### config.mk
export PLATFORM = sky130hd
export DESIGN_NAME = positional_list_engine_unit
export DESIGN_NICKNAME = d
export VERILOG_FILES = /design/src/rtl/plc_pkg.sv /design/src/rtl/plc_cell.sv /design/src/rtl/positional_list_engine_unit.sv
export SDC_FILE = /design/constraint.sdc
export NUM_CORES = 1
export LEC_CHECK = 0
export BUFFER_PORTS_ARGS = -buffer_cell sky130_fd_sc_hd__buf_2
export CAP_MARGIN = 25
export CORE_MARGIN = 1.5
export CORE_UTILIZATION = 57
export DETAILED_ROUTE_END_ITERATION = 12
export PLACE_DENSITY = 0.75
export SYNTH_ARGS = -nofsm -noshare
export SYNTH_HDL_FRONTEND = slang
export SYNTH_SLANG_ARGS = --single-unit
### constraint.sdc
create_clock -name i_clk -period 7.25 [get_ports i_clk]
set_input_delay 2.175 -clock i_clk [delete_from_list [all_inputs] [get_ports i_clk]]
set_output_delay 2.175 -clock i_clk [all_outputs]
set_load 0.005 [all_outputs]
### src/rtl/plc_pkg.sv
// ----------------------------------------------------------------------------
// plc_pkg
// Shared widths, action and status codes and the cell command type for the
// positional list engine.
// ----------------------------------------------------------------------------
package plc_pkg;

    localparam int CAPACITY   = 16;
    localparam int DATA_WIDTH = 32;
    localparam int VALUE_W    = 32;
    localparam int POS_W      = 6;
    localparam int IDX_W      = $clog2(CAPACITY);
    localparam int CNT_W      = $clog2(CAPACITY + 1);
    localparam int CMP_W      = (CNT_W > POS_W) ? CNT_W : POS_W;

    typedef enum logic [2:0] {
        ACT_PUSH_FRONT = 3'd0,
        ACT_APPEND     = 3'd1,
        ACT_INSERT_AT  = 3'd2,
        ACT_TAKE_FRONT = 3'd3,
        ACT_POP_BACK   = 3'd4,
        ACT_DELETE_AT  = 3'd5,
        ACT_REMOVE_ODD = 3'd6,
        ACT_CLEAR      = 3'd7
    } t_action;

    typedef enum logic [1:0] {
        STAT_DONE    = 2'd0,
        STAT_IGNORED = 2'd1,
        STAT_FULL    = 2'd2
    } t_status;

    typedef enum logic [1:0] {
        MODE_HOLD = 2'd0,
        MODE_INS  = 2'd1,
        MODE_DEL  = 2'd2
    } t_mode;

    typedef struct packed {
        t_mode                 mode;
        logic [CNT_W-1:0]      where;
        logic [DATA_WIDTH-1:0] value;
    } t_cell_cmd;

endpackage

### src/rtl/plc_cell.sv
// ----------------------------------------------------------------------------
// plc_cell
// One list slot: holds, takes its left or right neighbor, or loads a new
// value, depending on the broadcast command and its own index.
// ----------------------------------------------------------------------------
module plc_cell (
    input  logic                          i_clk,
    input  plc_pkg::t_cell_cmd            i_cmd,
    input  logic [plc_pkg::IDX_W-1:0]     i_idx,
    input  logic [plc_pkg::DATA_WIDTH-1:0] i_left,
    input  logic [plc_pkg::DATA_WIDTH-1:0] i_right,
    output logic [plc_pkg::DATA_WIDTH-1:0] o_data
);
    import plc_pkg::*;

    logic [DATA_WIDTH-1:0] r_data;
    logic [CNT_W-1:0]      w_idx;

    assign w_idx  = CNT_W'(i_idx);
    assign o_data = r_data;

    always_ff @(posedge i_clk) begin
        unique case (i_cmd.mode)
            MODE_INS: begin
                if (w_idx > i_cmd.where) begin
                    r_data <= i_left;
                end else if (w_idx == i_cmd.where) begin
                    r_data <= i_cmd.value;
                end
            end
            MODE_DEL: begin
                if (w_idx >= i_cmd.where) begin
                    r_data <= i_right;
                end
            end
            default: begin
            end
        endcase
    end

endmodule

### src/rtl/positional_list_engine_unit.sv
// ----------------------------------------------------------------------------
// positional_list_engine_unit
// Bounded ordered list held in a row of shifting cells; one action per item,
// one result per item with front, back, count, empty flag and status.
// ----------------------------------------------------------------------------
//   channel | direction | handshake          | payload
//   input   | in        | i_valid / o_ready  | i_action, i_value, i_position
//   result  | out       | o_valid / i_ready  | o_front_value, o_back_value,
//           |           |                    | o_count, o_is_empty, o_status
//
// an accepted item goes to the report state, where the result register loads
// remove odd runs floor(count / 2) neighbor shifts in the odd state, one per cycle
// o_ready is high only while no item is in flight in the cell row
// a waiting result holds the next item in the report state, keeping o_ready low
// reset is synchronous, active low, and empties the list
// ----------------------------------------------------------------------------
module positional_list_engine_unit (
    input  logic                         i_clk,
    input  logic                         i_rst_n,
    input  logic                         i_valid,
    output logic                         o_ready,
    input  logic [2:0]                   i_action,
    input  logic [plc_pkg::VALUE_W-1:0]  i_value,
    input  logic signed [plc_pkg::POS_W-1:0] i_position,
    output logic                         o_valid,
    input  logic                         i_ready,
    output logic [plc_pkg::VALUE_W-1:0]  o_front_value,
    output logic [plc_pkg::VALUE_W-1:0]  o_back_value,
    output logic [plc_pkg::CNT_W-1:0]    o_count,
    output logic                         o_is_empty,
    output logic [1:0]                   o_status
);
    import plc_pkg::*;

    localparam logic [CNT_W-1:0] CAP_CNT = CNT_W'(CAPACITY);
    localparam logic [CNT_W-1:0] ONE_CNT = CNT_W'(1);

    typedef enum logic [2:0] {
        ST_IDLE   = 3'b001,
        ST_ODD    = 3'b010,
        ST_REPORT = 3'b100
    } t_state;

    t_state                r_state, n_state;
    logic [CNT_W-1:0]      r_held, n_held;
    logic [CNT_W-1:0]      r_odd_pos, n_odd_pos;
    logic [CNT_W-1:0]      r_odd_left, n_odd_left;
    t_status               r_status, n_status;
    t_cell_cmd             w_cmd;

    logic                  r_out_valid;
    logic [VALUE_W-1:0]    r_front, r_back;
    logic [CNT_W-1:0]      r_count;
    t_status               r_out_status;

    logic [DATA_WIDTH-1:0] w_slot [CAPACITY];
    logic                  w_accept;
    logic                  w_load;
    logic                  w_full;
    logic                  w_pos_neg;
    logic [CMP_W-1:0]      w_pos_mag;
    logic [CMP_W-1:0]      w_held_ext;
    logic [IDX_W-1:0]      w_back_idx;
    t_action               w_action;

    assign w_action   = t_action'(i_action);
    assign w_accept   = i_valid && (r_state == ST_IDLE);
    assign w_load     = (r_state == ST_REPORT) && (!r_out_valid || i_ready);
    assign w_full     = (r_held == CAP_CNT);
    assign w_pos_neg  = i_position[POS_W-1];
    assign w_pos_mag  = CMP_W'(i_position[POS_W-2:0]);
    assign w_held_ext = CMP_W'(r_held);
    assign w_back_idx = IDX_W'(r_held - ONE_CNT);

    always_comb begin
        n_state        = r_state;
        n_held         = r_held;
        n_odd_pos      = r_odd_pos;
        n_odd_left     = r_odd_left;
        n_status       = r_status;
        w_cmd.mode     = MODE_HOLD;
        w_cmd.where    = '0;
        w_cmd.value    = i_value[DATA_WIDTH-1:0];
        unique case (r_state)
            ST_IDLE: begin
                if (w_accept) begin
                    n_state  = ST_REPORT;
                    n_status = STAT_DONE;
                    unique case (w_action)
                        ACT_PUSH_FRONT, ACT_APPEND, ACT_INSERT_AT: begin
                            if (w_full) begin
                                n_status = STAT_FULL;
                            end else begin
                                w_cmd.mode = MODE_INS;
                                n_held     = r_held + ONE_CNT;
                                if (w_action == ACT_APPEND) begin
                                    w_cmd.where = r_held;
                                end else if (w_action == ACT_PUSH_FRONT
                                             || w_pos_neg || w_pos_mag == '0) begin
                                    w_cmd.where = '0;
                                end else if (w_pos_mag >= w_held_ext) begin
                                    w_cmd.where = r_held;
                                end else begin
                                    w_cmd.where = CNT_W'(w_pos_mag);
                                end
                            end
                        end
                        ACT_TAKE_FRONT, ACT_POP_BACK: begin
                            if (r_held == '0) begin
                                n_status = STAT_IGNORED;
                            end else begin
                                w_cmd.mode  = MODE_DEL;
                                w_cmd.where = (w_action == ACT_POP_BACK)
                                              ? r_held - ONE_CNT : '0;
                                n_held      = r_held - ONE_CNT;
                            end
                        end
                        ACT_DELETE_AT: begin
                            if (w_pos_neg || w_pos_mag >= w_held_ext) begin
                                n_status = STAT_IGNORED;
                            end else begin
                                w_cmd.mode  = MODE_DEL;
                                w_cmd.where = CNT_W'(w_pos_mag);
                                n_held      = r_held - ONE_CNT;
                            end
                        end
                        ACT_REMOVE_ODD: begin
                            if (r_held >= CNT_W'(2)) begin
                                n_state    = ST_ODD;
                                n_odd_pos  = ONE_CNT;
                                n_odd_left = r_held >> 1;
                            end
                        end
                        default: begin
                            n_held = '0;
                        end
                    endcase
                end
            end
            ST_ODD: begin
                w_cmd.mode  = MODE_DEL;
                w_cmd.where = r_odd_pos;
                n_held      = r_held - ONE_CNT;
                n_odd_pos   = r_odd_pos + ONE_CNT;
                n_odd_left  = r_odd_left - ONE_CNT;
                if (r_odd_left == ONE_CNT) begin
                    n_state = ST_REPORT;
                end
            end
            ST_REPORT: begin
                if (w_load) begin
                    n_state = ST_IDLE;
                end
            end
            default: begin
                n_state = ST_IDLE;
            end
        endcase
    end

    always_ff @(posedge i_clk) begin
        if (!i_rst_n) begin
            r_state     <= ST_IDLE;
            r_held      <= '0;
            r_out_valid <= 1'b0;
        end else begin
            r_state <= n_state;
            r_held  <= n_held;
            if (w_load) begin
                r_out_valid <= 1'b1;
            end else if (i_ready) begin
                r_out_valid <= 1'b0;
            end
        end
    end

    always_ff @(posedge i_clk) begin
        r_odd_pos  <= n_odd_pos;
        r_odd_left <= n_odd_left;
        r_status   <= n_status;
        if (w_load) begin
            r_count      <= r_held;
            r_out_status <= r_status;
            if (r_held == '0) begin
                r_front <= '0;
                r_back  <= '0;
            end else begin
                r_front <= VALUE_W'(w_slot[0]);
                r_back  <= VALUE_W'(w_slot[w_back_idx]);
            end
        end
    end

    for (genvar g = 0; g < CAPACITY; g++) begin : g_cell
        logic [DATA_WIDTH-1:0] w_left, w_right;
        if (g == 0) begin : g_first
            assign w_left = w_slot[g];
        end else begin : g_mid_l
            assign w_left = w_slot[g-1];
        end
        if (g == CAPACITY - 1) begin : g_last
            assign w_right = w_slot[g];
        end else begin : g_mid_r
            assign w_right = w_slot[g+1];
        end
        plc_cell u_cell (
            .i_clk   (i_clk),
            .i_cmd   (w_cmd),
            .i_idx   (IDX_W'(g)),
            .i_left  (w_left),
            .i_right (w_right),
            .o_data  (w_slot[g])
        );
    end

    assign o_ready       = (r_state == ST_IDLE);
    assign o_valid       = r_out_valid;
    assign o_front_value = r_front;
    assign o_back_value  = r_back;
    assign o_count       = r_count;
    assign o_is_empty    = (r_count == '0);
    assign o_status      = r_out_status;

endmodule

**Yosys cells after proc, flatten, opt, wreduce, memory -nomap -nowiden**

Index checks and enable logic that the tools add are counted.

- Output and inout port bits: 74
- Register bits: 604

- Bitwise gates (word level): 1
- Equality and inequality tests: 68
- Multiplexer cells: 101
- $add $sub $neg: 4
- Reduce and logical (&&, ||, !) cells: 38
- Magnitude comparators: 34

Operators with widths:

| kind | number |
|---|---|
| 32-bit 2-to-1 mux | 49 |
| 32-bit one-hot mux with 2 select lines | 15 |
| 32-bit binary-select mux with 4-bit select | 1 |
| 5-bit 2-to-1 mux | 14 |
| 3-bit AND reduction | 15 |
| 3-bit by 1-bit != test with 1-bit output, second input constant | 14 |
| 4-bit by 5-bit equality test with 1-bit output, first input constant | 8 |
| 4-bit by 5-bit greater-than comparator with 1-bit output, first input constant | 8 |
| 2-bit by 1-bit != test with 1-bit output, second input constant | 19 |
| 4-bit by 5-bit >= comparator with 1-bit output, first input constant | 7 |
| 5-bit one-hot mux with 2 select lines | 3 |
| 7-bit 2-to-1 mux | 3 |
| 7-bit one-hot mux with 3 select lines | 1 |
| 3-bit by 5-bit equality test with 1-bit output, first input constant | 4 |
| 3-bit by 5-bit >= comparator with 1-bit output, first input constant | 4 |
| 3-bit by 5-bit greater-than comparator with 1-bit output, first input constant | 4 |
| 5-bit one-hot mux with 4 select lines | 1 |
| 5-bit zero test | 3 |
| 3-bit 2-to-1 mux | 5 |
| 7-bit one-hot mux with 2 select lines | 1 |
| 3-bit equality test, second input constant | 4 |
| 5-bit by 1-bit adder with 5-bit output, second input constant | 2 |
| 2-bit by 5-bit equality test with 1-bit output, first input constant | 2 |
| 1-bit by 5-bit >= comparator with 1-bit output, first input constant | 2 |
| 33 further kinds | 57 |

**Longest topological paths before layout**

- Depth in word-level cells: 13
- Gate-level depth with buffers: 21
- Mapped depth without buffers: 13

**Modules after synthesis**

From an unflattened synthesis, not the netlist that was laid out.

- Cells, all modules: 3,810
- Area, all modules: 39,047.4 µm²

Modules (own cells, without submodules):

| module | cells an instance | area an instance (µm²) | instances | seq. area each (µm²) |
|---|---|---|---|---|
| plc_cell (g_cell[1].u_cell ...) | 204 | 1,955.6 | 9 | 960.9 |
| plc_cell (g_cell[0].u_cell ...) | 203 | 1,903.1 | 6 | 960.9 |
| positional_list_engine_unit | 553 | 8,170.3 | 1 | 2,672.6 |
| plc_cell (g_cell[11].u_cell) | 203 | 1,858.0 | 1 | 960.9 |

**Least setup slack after synthesis**

OpenSTA, ideal clock, no wires.

- Path type: input port to flip-flop
- Start: input i_position[0] (netlist name)
- End: register g_cell[10].u_cell.r_data[0] (enable)
- Data required time: 6,818 ps
- Stages on the path: 17
- Path buffers: 4
- Setup time: 432 ps
- Path slack: 251 ps
- Arrival: 6,567 ps
- Path through: inv_1 > ha_1 > nand2b_1 > a311oi_1 > o21ai_1 > o22a_1 > o32a_1 > nor2_1 > nor2_1 > inv_1 > ha_1 > clkbuf_1 > clkbuf_1 > or2_2 > clkbuf_1 > clkbuf_1 > a21oi_1

- Word-level cells in the longest chain between the ends: 11

RTL lines:

| item | RTL line | RTL |
|---|---|---|
| start, declared | positional_list_engine_unit.sv:24 | `input logic signed [plc_pkg::POS_W-1:0] i_position,` |
| 5-bit >= comparator / 6-bit zero test (equally long branches) | positional_list_engine_unit.sv:101, positional_list_engine_unit.sv:119, positional_list_engine_unit.sv:99 |  |
| 5-bit 2-to-1 mux / 1-bit logical OR (equally long branches) | positional_list_engine_unit.sv:101, positional_list_engine_unit.sv:99 |  |
| 5-bit 2-to-1 mux | positional_list_engine_unit.sv:98 | `end else if (w_action == ACT_PUSH_FRONT` |
| 5-bit 2-to-1 mux | positional_list_engine_unit.sv:96 | `if (w_action == ACT_APPEND) begin` |
| 6-bit 2-to-1 mux | positional_list_engine_unit.sv:91 | `if (w_full) begin` |
| 7-bit one-hot mux with 3 select lines * | positional_list_engine_unit.sv:89 | `unique case (w_action)` |
| 7-bit 2-to-1 mux * | positional_list_engine_unit.sv:86 | `if (w_accept) begin` |
| 7-bit one-hot mux with 2 select lines * | positional_list_engine_unit.sv:84 | `unique case (r_state)` |
| 4-bit by 5-bit greater-than comparator with 1-bit output, or another cell as far along | plc_cell.sv:25 | `if (w_idx > i_cmd.where) begin` |
| 3-bit by 1-bit != test with 1-bit output (no line) / 2-bit by 1-bit != test with 1-bit output (equally long branches) | -- |  |
| 3-bit AND reduction (no line) * | -- |  |
| end signal, assigned | plc_cell.sv:26 | `r_data <= i_left;` |
| end signal, assigned | plc_cell.sv:28 | `r_data <= i_cmd.value;` |
| end signal, assigned | plc_cell.sv:33 | `r_data <= i_right;` |
| end, declared | plc_cell.sv:16 | `logic [DATA_WIDTH-1:0] r_data;` |

Every way passes the cells marked *; elsewhere a longest branch is shown, timed or not.
A chain may end at the register's enable or synchronous reset.

**Worst setup path after layout**

- Start: input i_position[2] (netlist name)
- End: register g_cell[2].u_cell.r_data[13] (enable)

- Word-level cells in the longest chain between the ends: 11

RTL lines:

| item | RTL line |
|---|---|
| 5-bit >= comparator / 6-bit zero test (equally long branches) | positional_list_engine_unit.sv:101, positional_list_engine_unit.sv:119, positional_list_engine_unit.sv:99 |
| 5-bit 2-to-1 mux / 1-bit logical OR (equally long branches) | positional_list_engine_unit.sv:101, positional_list_engine_unit.sv:99 |
| 5-bit 2-to-1 mux | positional_list_engine_unit.sv:98 |
| 5-bit 2-to-1 mux | positional_list_engine_unit.sv:96 |
| 6-bit 2-to-1 mux | positional_list_engine_unit.sv:91 |
| 7-bit one-hot mux with 3 select lines * | positional_list_engine_unit.sv:89 |
| 7-bit 2-to-1 mux * | positional_list_engine_unit.sv:86 |
| 7-bit one-hot mux with 2 select lines * | positional_list_engine_unit.sv:84 |
| 2-bit by 5-bit greater-than comparator with 1-bit output, or another cell as far along | plc_cell.sv:25 |
| 3-bit by 1-bit != test with 1-bit output (no line) / 2-bit by 1-bit != test with 1-bit output (equally long branches) | -- |
| 3-bit AND reduction (no line) * | -- |
| end signal, assigned | plc_cell.sv:26 |
| end signal, assigned | plc_cell.sv:28 |
| end signal, assigned | plc_cell.sv:33 |
| end, declared | plc_cell.sv:16 |

Marks and branches as above.

==> run_results.csv <==
group,metric,value,unit
status,status,"finished with violations",
status,violations,"design-rule violations",
floorplan,start_util,57.9,%
worst_setup_path,cp.required,7500,ps
floorplan,pin_count,119,
clocking,clk_pin_slew,60,ps
place,place.gp.congestion,0.891,
global_route,grt_overflow,0,
worst_setup_path,critical_path_class,"in -> reg",
timing,hold_violations,0,
timing,fin_setup_tns,0,ps
logic_synthesis,synth_area_leader_cell,"edfxtp_1",
logic_synthesis,yosysUniqueCellTypes,77,
power,combPwrFrac,21.9,%
clocking,cts_setup_buffers,0,
timing,period_share,80.5,%
clocking,clock_latency,620,ps
logic_synthesis,synthFlopType,"edfxtp_1",
timing,timing.final.ws_setup,1410,ps
global_route,grt_usage,34.7,%
timing,rsz0062_at_grt,"no",
logic_synthesis,yosysWarningCount,0,
place,preCtsSetupSlack,917,ps
detailed_routing,drc,5,
floorplan,die_width,248,um
clocking,ctsResizeCount,0,
detailed_routing,viasPerCell,7.61,
timing,drv_slew,0,
logic_synthesis,yosysSeqAreaShare,52.8,%
worst_setup_path,cp_max_fo,34,
power,total_leakage_power,12.5,nW
place,dpl.cell_count,3256,
clocking,holdBufCountCts,0,
timing,min_period,5840,ps
logic_synthesis,syn_nets,2637,
detailed_routing,drtIter0Drc,3824,
clocking,htreeDepth,3,
timing,setup_viol,0,
power,seqPwrFrac,45.5,%
worst_setup_path,arrival,6090,ps
detailed_routing,vias,25659,
logic_synthesis,synth.most_common_cell,"edfxtp_1",
finish,final-instance-count-excl-fill,3372,
global_route,grt_pass1_vias,24868,
logic_synthesis,yosys-top-cells-count,"595 x edfxtp_1, 320 x a221o_1, 202 x clkbuf_1",
finish,synthToLayoutAreaGrowth,9.86,%
clocking,cts_sinks,604,
timing,relSlewSlack,31.5,%
timing,holdWs,419,ps
place,dp_hpwl,61.0,mm
logic_synthesis,netlist_instances,2579,
floorplan,die_area,61500,um^2
timing,fin_worst_skew,23.1,ps
power,power_density,264,nW/um^2
logic_synthesis,async_flop_share,0,%
logic_synthesis,synth_edf_count,595,
clocking,cts-root-buf,"clkbuf_16",
logic_synthesis,synth_top_area_share,52.2,%
clocking,cts_buffer_depth,3,
finish,layout-drive-gt1-share,20.7,%
detailed_routing,drt-wirelength-per-cell,31.3,um
job,cap_violations,0,
logic_synthesis,syn_avg_cell_area,13.3,um^2
global_route,grt_max_degree,140,
power,p_switching,0.00289,W
global_route,grt_pass1_wl,158,mm
logic_synthesis,netlist_top_cells_area,"edfxtp_1 52%, mux4_2 11%, a221o_1 9.4%, nor3b_1 4.3%, nor2b_1 2.4%",
detailed_routing,wl,105,mm
place,port_buffers,118,
power,p_sw_share,29.2,%
global_route,antenna_found_initial,2,
logic_synthesis,ys_ff_latch,604,
clocking,numCtsBuffers,66,
floorplan,core,59100,um^2
timing,max_freq,171,MHz
power,peakVddDrop,166,uV
floorplan,rows,89,
worst_setup_path,critPathLaunchType,"primary input",
worst_setup_path,endpoint_kind,"register",
detailed_routing,ant_nets,0,
detailed_routing,dr.pass1.iters,10,
floorplan,die_h,248,um
worst_hold_path,hold_path_class,"reg -> reg",
clocking,cts_tree,"yes",
finish,nNetsFinal,2609,
power,internal_power,0.00703,W
power,clockPowerShare,32.6,%
logic_synthesis,syn_area,34200,um^2
timing,max_slew.worst_pin.slew,1030,ps
[flip-flops by register name (all words and copies together), names as in the netlist]
name,count
g_cell.u_cell.o_data,512
o_back_value,32
o_count,5
o_front_value,32
o_status,2
o_valid,1
r_held,5
r_odd_left,5
r_odd_pos,5
r_state,3
r_status,2
[path summary, 6_finish.rpt]
check                     start                          end  slack [ps]  cells after the start
setup / recovery  i_position[2]  g_cell[2].u_cell.o_data[13]        1410                     11
setup reg to reg      r_held[0]  g_cell[2].u_cell.o_data[13]        2160                     10
hold / removal      r_status[1]                  o_status[1]         420                      0
hold reg to reg     r_status[1]                  o_status[1]         420                      0
[worst max-delay path, stage by stage]
cell and delay [ps]:
buf_2 120, ha_1 300, a21o_1 180, a311oi_1 370, o211ai_2 210, a31o_2 320
nor2_2 470, nand3_4 590, or4_1 660, a31oi_4 220, buf_4 450
[layout make-up]
type / instances / area, um^2
Antenna cell: 1 / 2.50
Multi-Input combinational cell: 1614 / 14900
Fill cell: 4294 / 21500
Tap cell: 773 / 967
Clock buffer: 91 / 1840
Timing Repair Buffer: 216 / 1480
Clock inverter: 24 / 140
Inverter: 49 / 184
Sequential cell: 604 / 18100
[cells by family (layout without fill, tap and decap cells)]
kind of cell             Yosys count  in the layout  share of synthesized area, %
other                              0              1                             0
flip-flops                       604            604                          52.8
AO/OA/AOI/OAI                    622            622                          15.4
buffers and inverters            361            380                          4.52
adder cells (fa/ha/maj)           13             13                         0.475
AND/OR/NAND/NOR                  711            711                          13.1
multiplexers                     260            260                          13.6
XOR/XNOR                           8              8                         0.205
[power by group through the flow]
stage | sequential, W | combinational (W) | clock (W)
2_1_floorplan | 0.00449 | 0.00147 | 0
3_3_place_gp | 0.00455 | 0.00207 | 0
3_5_place_dp | 0.00457 | 0.00212 | 0
4_1_cts | 0.00450 | 0.00214 | 0.00325
5_1_grt | 0.00454 | 0.00229 | 0.00337
6_report | 0.00451 | 0.00218 | 0.00323
[layout by cell type, fill, tap and decap left out, types with 12 or more instances in the layout]
master	netlist	layout
nor2b_1	133	132
mux4_2	160	160
nor4b_1	65	65
buf_2	59	118
mux2i_1	68	68
a21oi_1	81	70
a221o_1	320	320
o21ai_0	23	23
inv_1	48	48
clkbuf_16	0	69
a21oi_4	0	13
mux2_1	29	29
nor2_1	49	49
nor3b_1	194	194
nand2_1	124	122
o21ai_1	57	57
clkbuf_1	202	19
a2111oi_0	57	57
edfxtp_1	595	595
and2_1	36	35
a21o_1	34	34
nor4_1	33	33
buf_12	0	12
nor3_1	38	37
buf_4	21	86
[per-stage QoR]
stage	util [%]	cell area (um^2)	power (W)
finish	63.6	37600	0.00992
floorplan	-	34200	0.00596
global placement	60.2	35600	0.00662
detailed placement	60.2	35600	0.00669
global route	63.6	37600	0.0102
CTS	63.6	37600	0.00988
[per-layer routing]
metal,track usage [%],vias to the layer above,wire (um)
met1,47.7,12673,38100
li1,-,10523,-
met5,0,-,13
met4,15.9,2,5100
met3,8.43,362,15100
met2,52.4,2099,47200
Note: power is estimated with default switching activity, not from simulation.
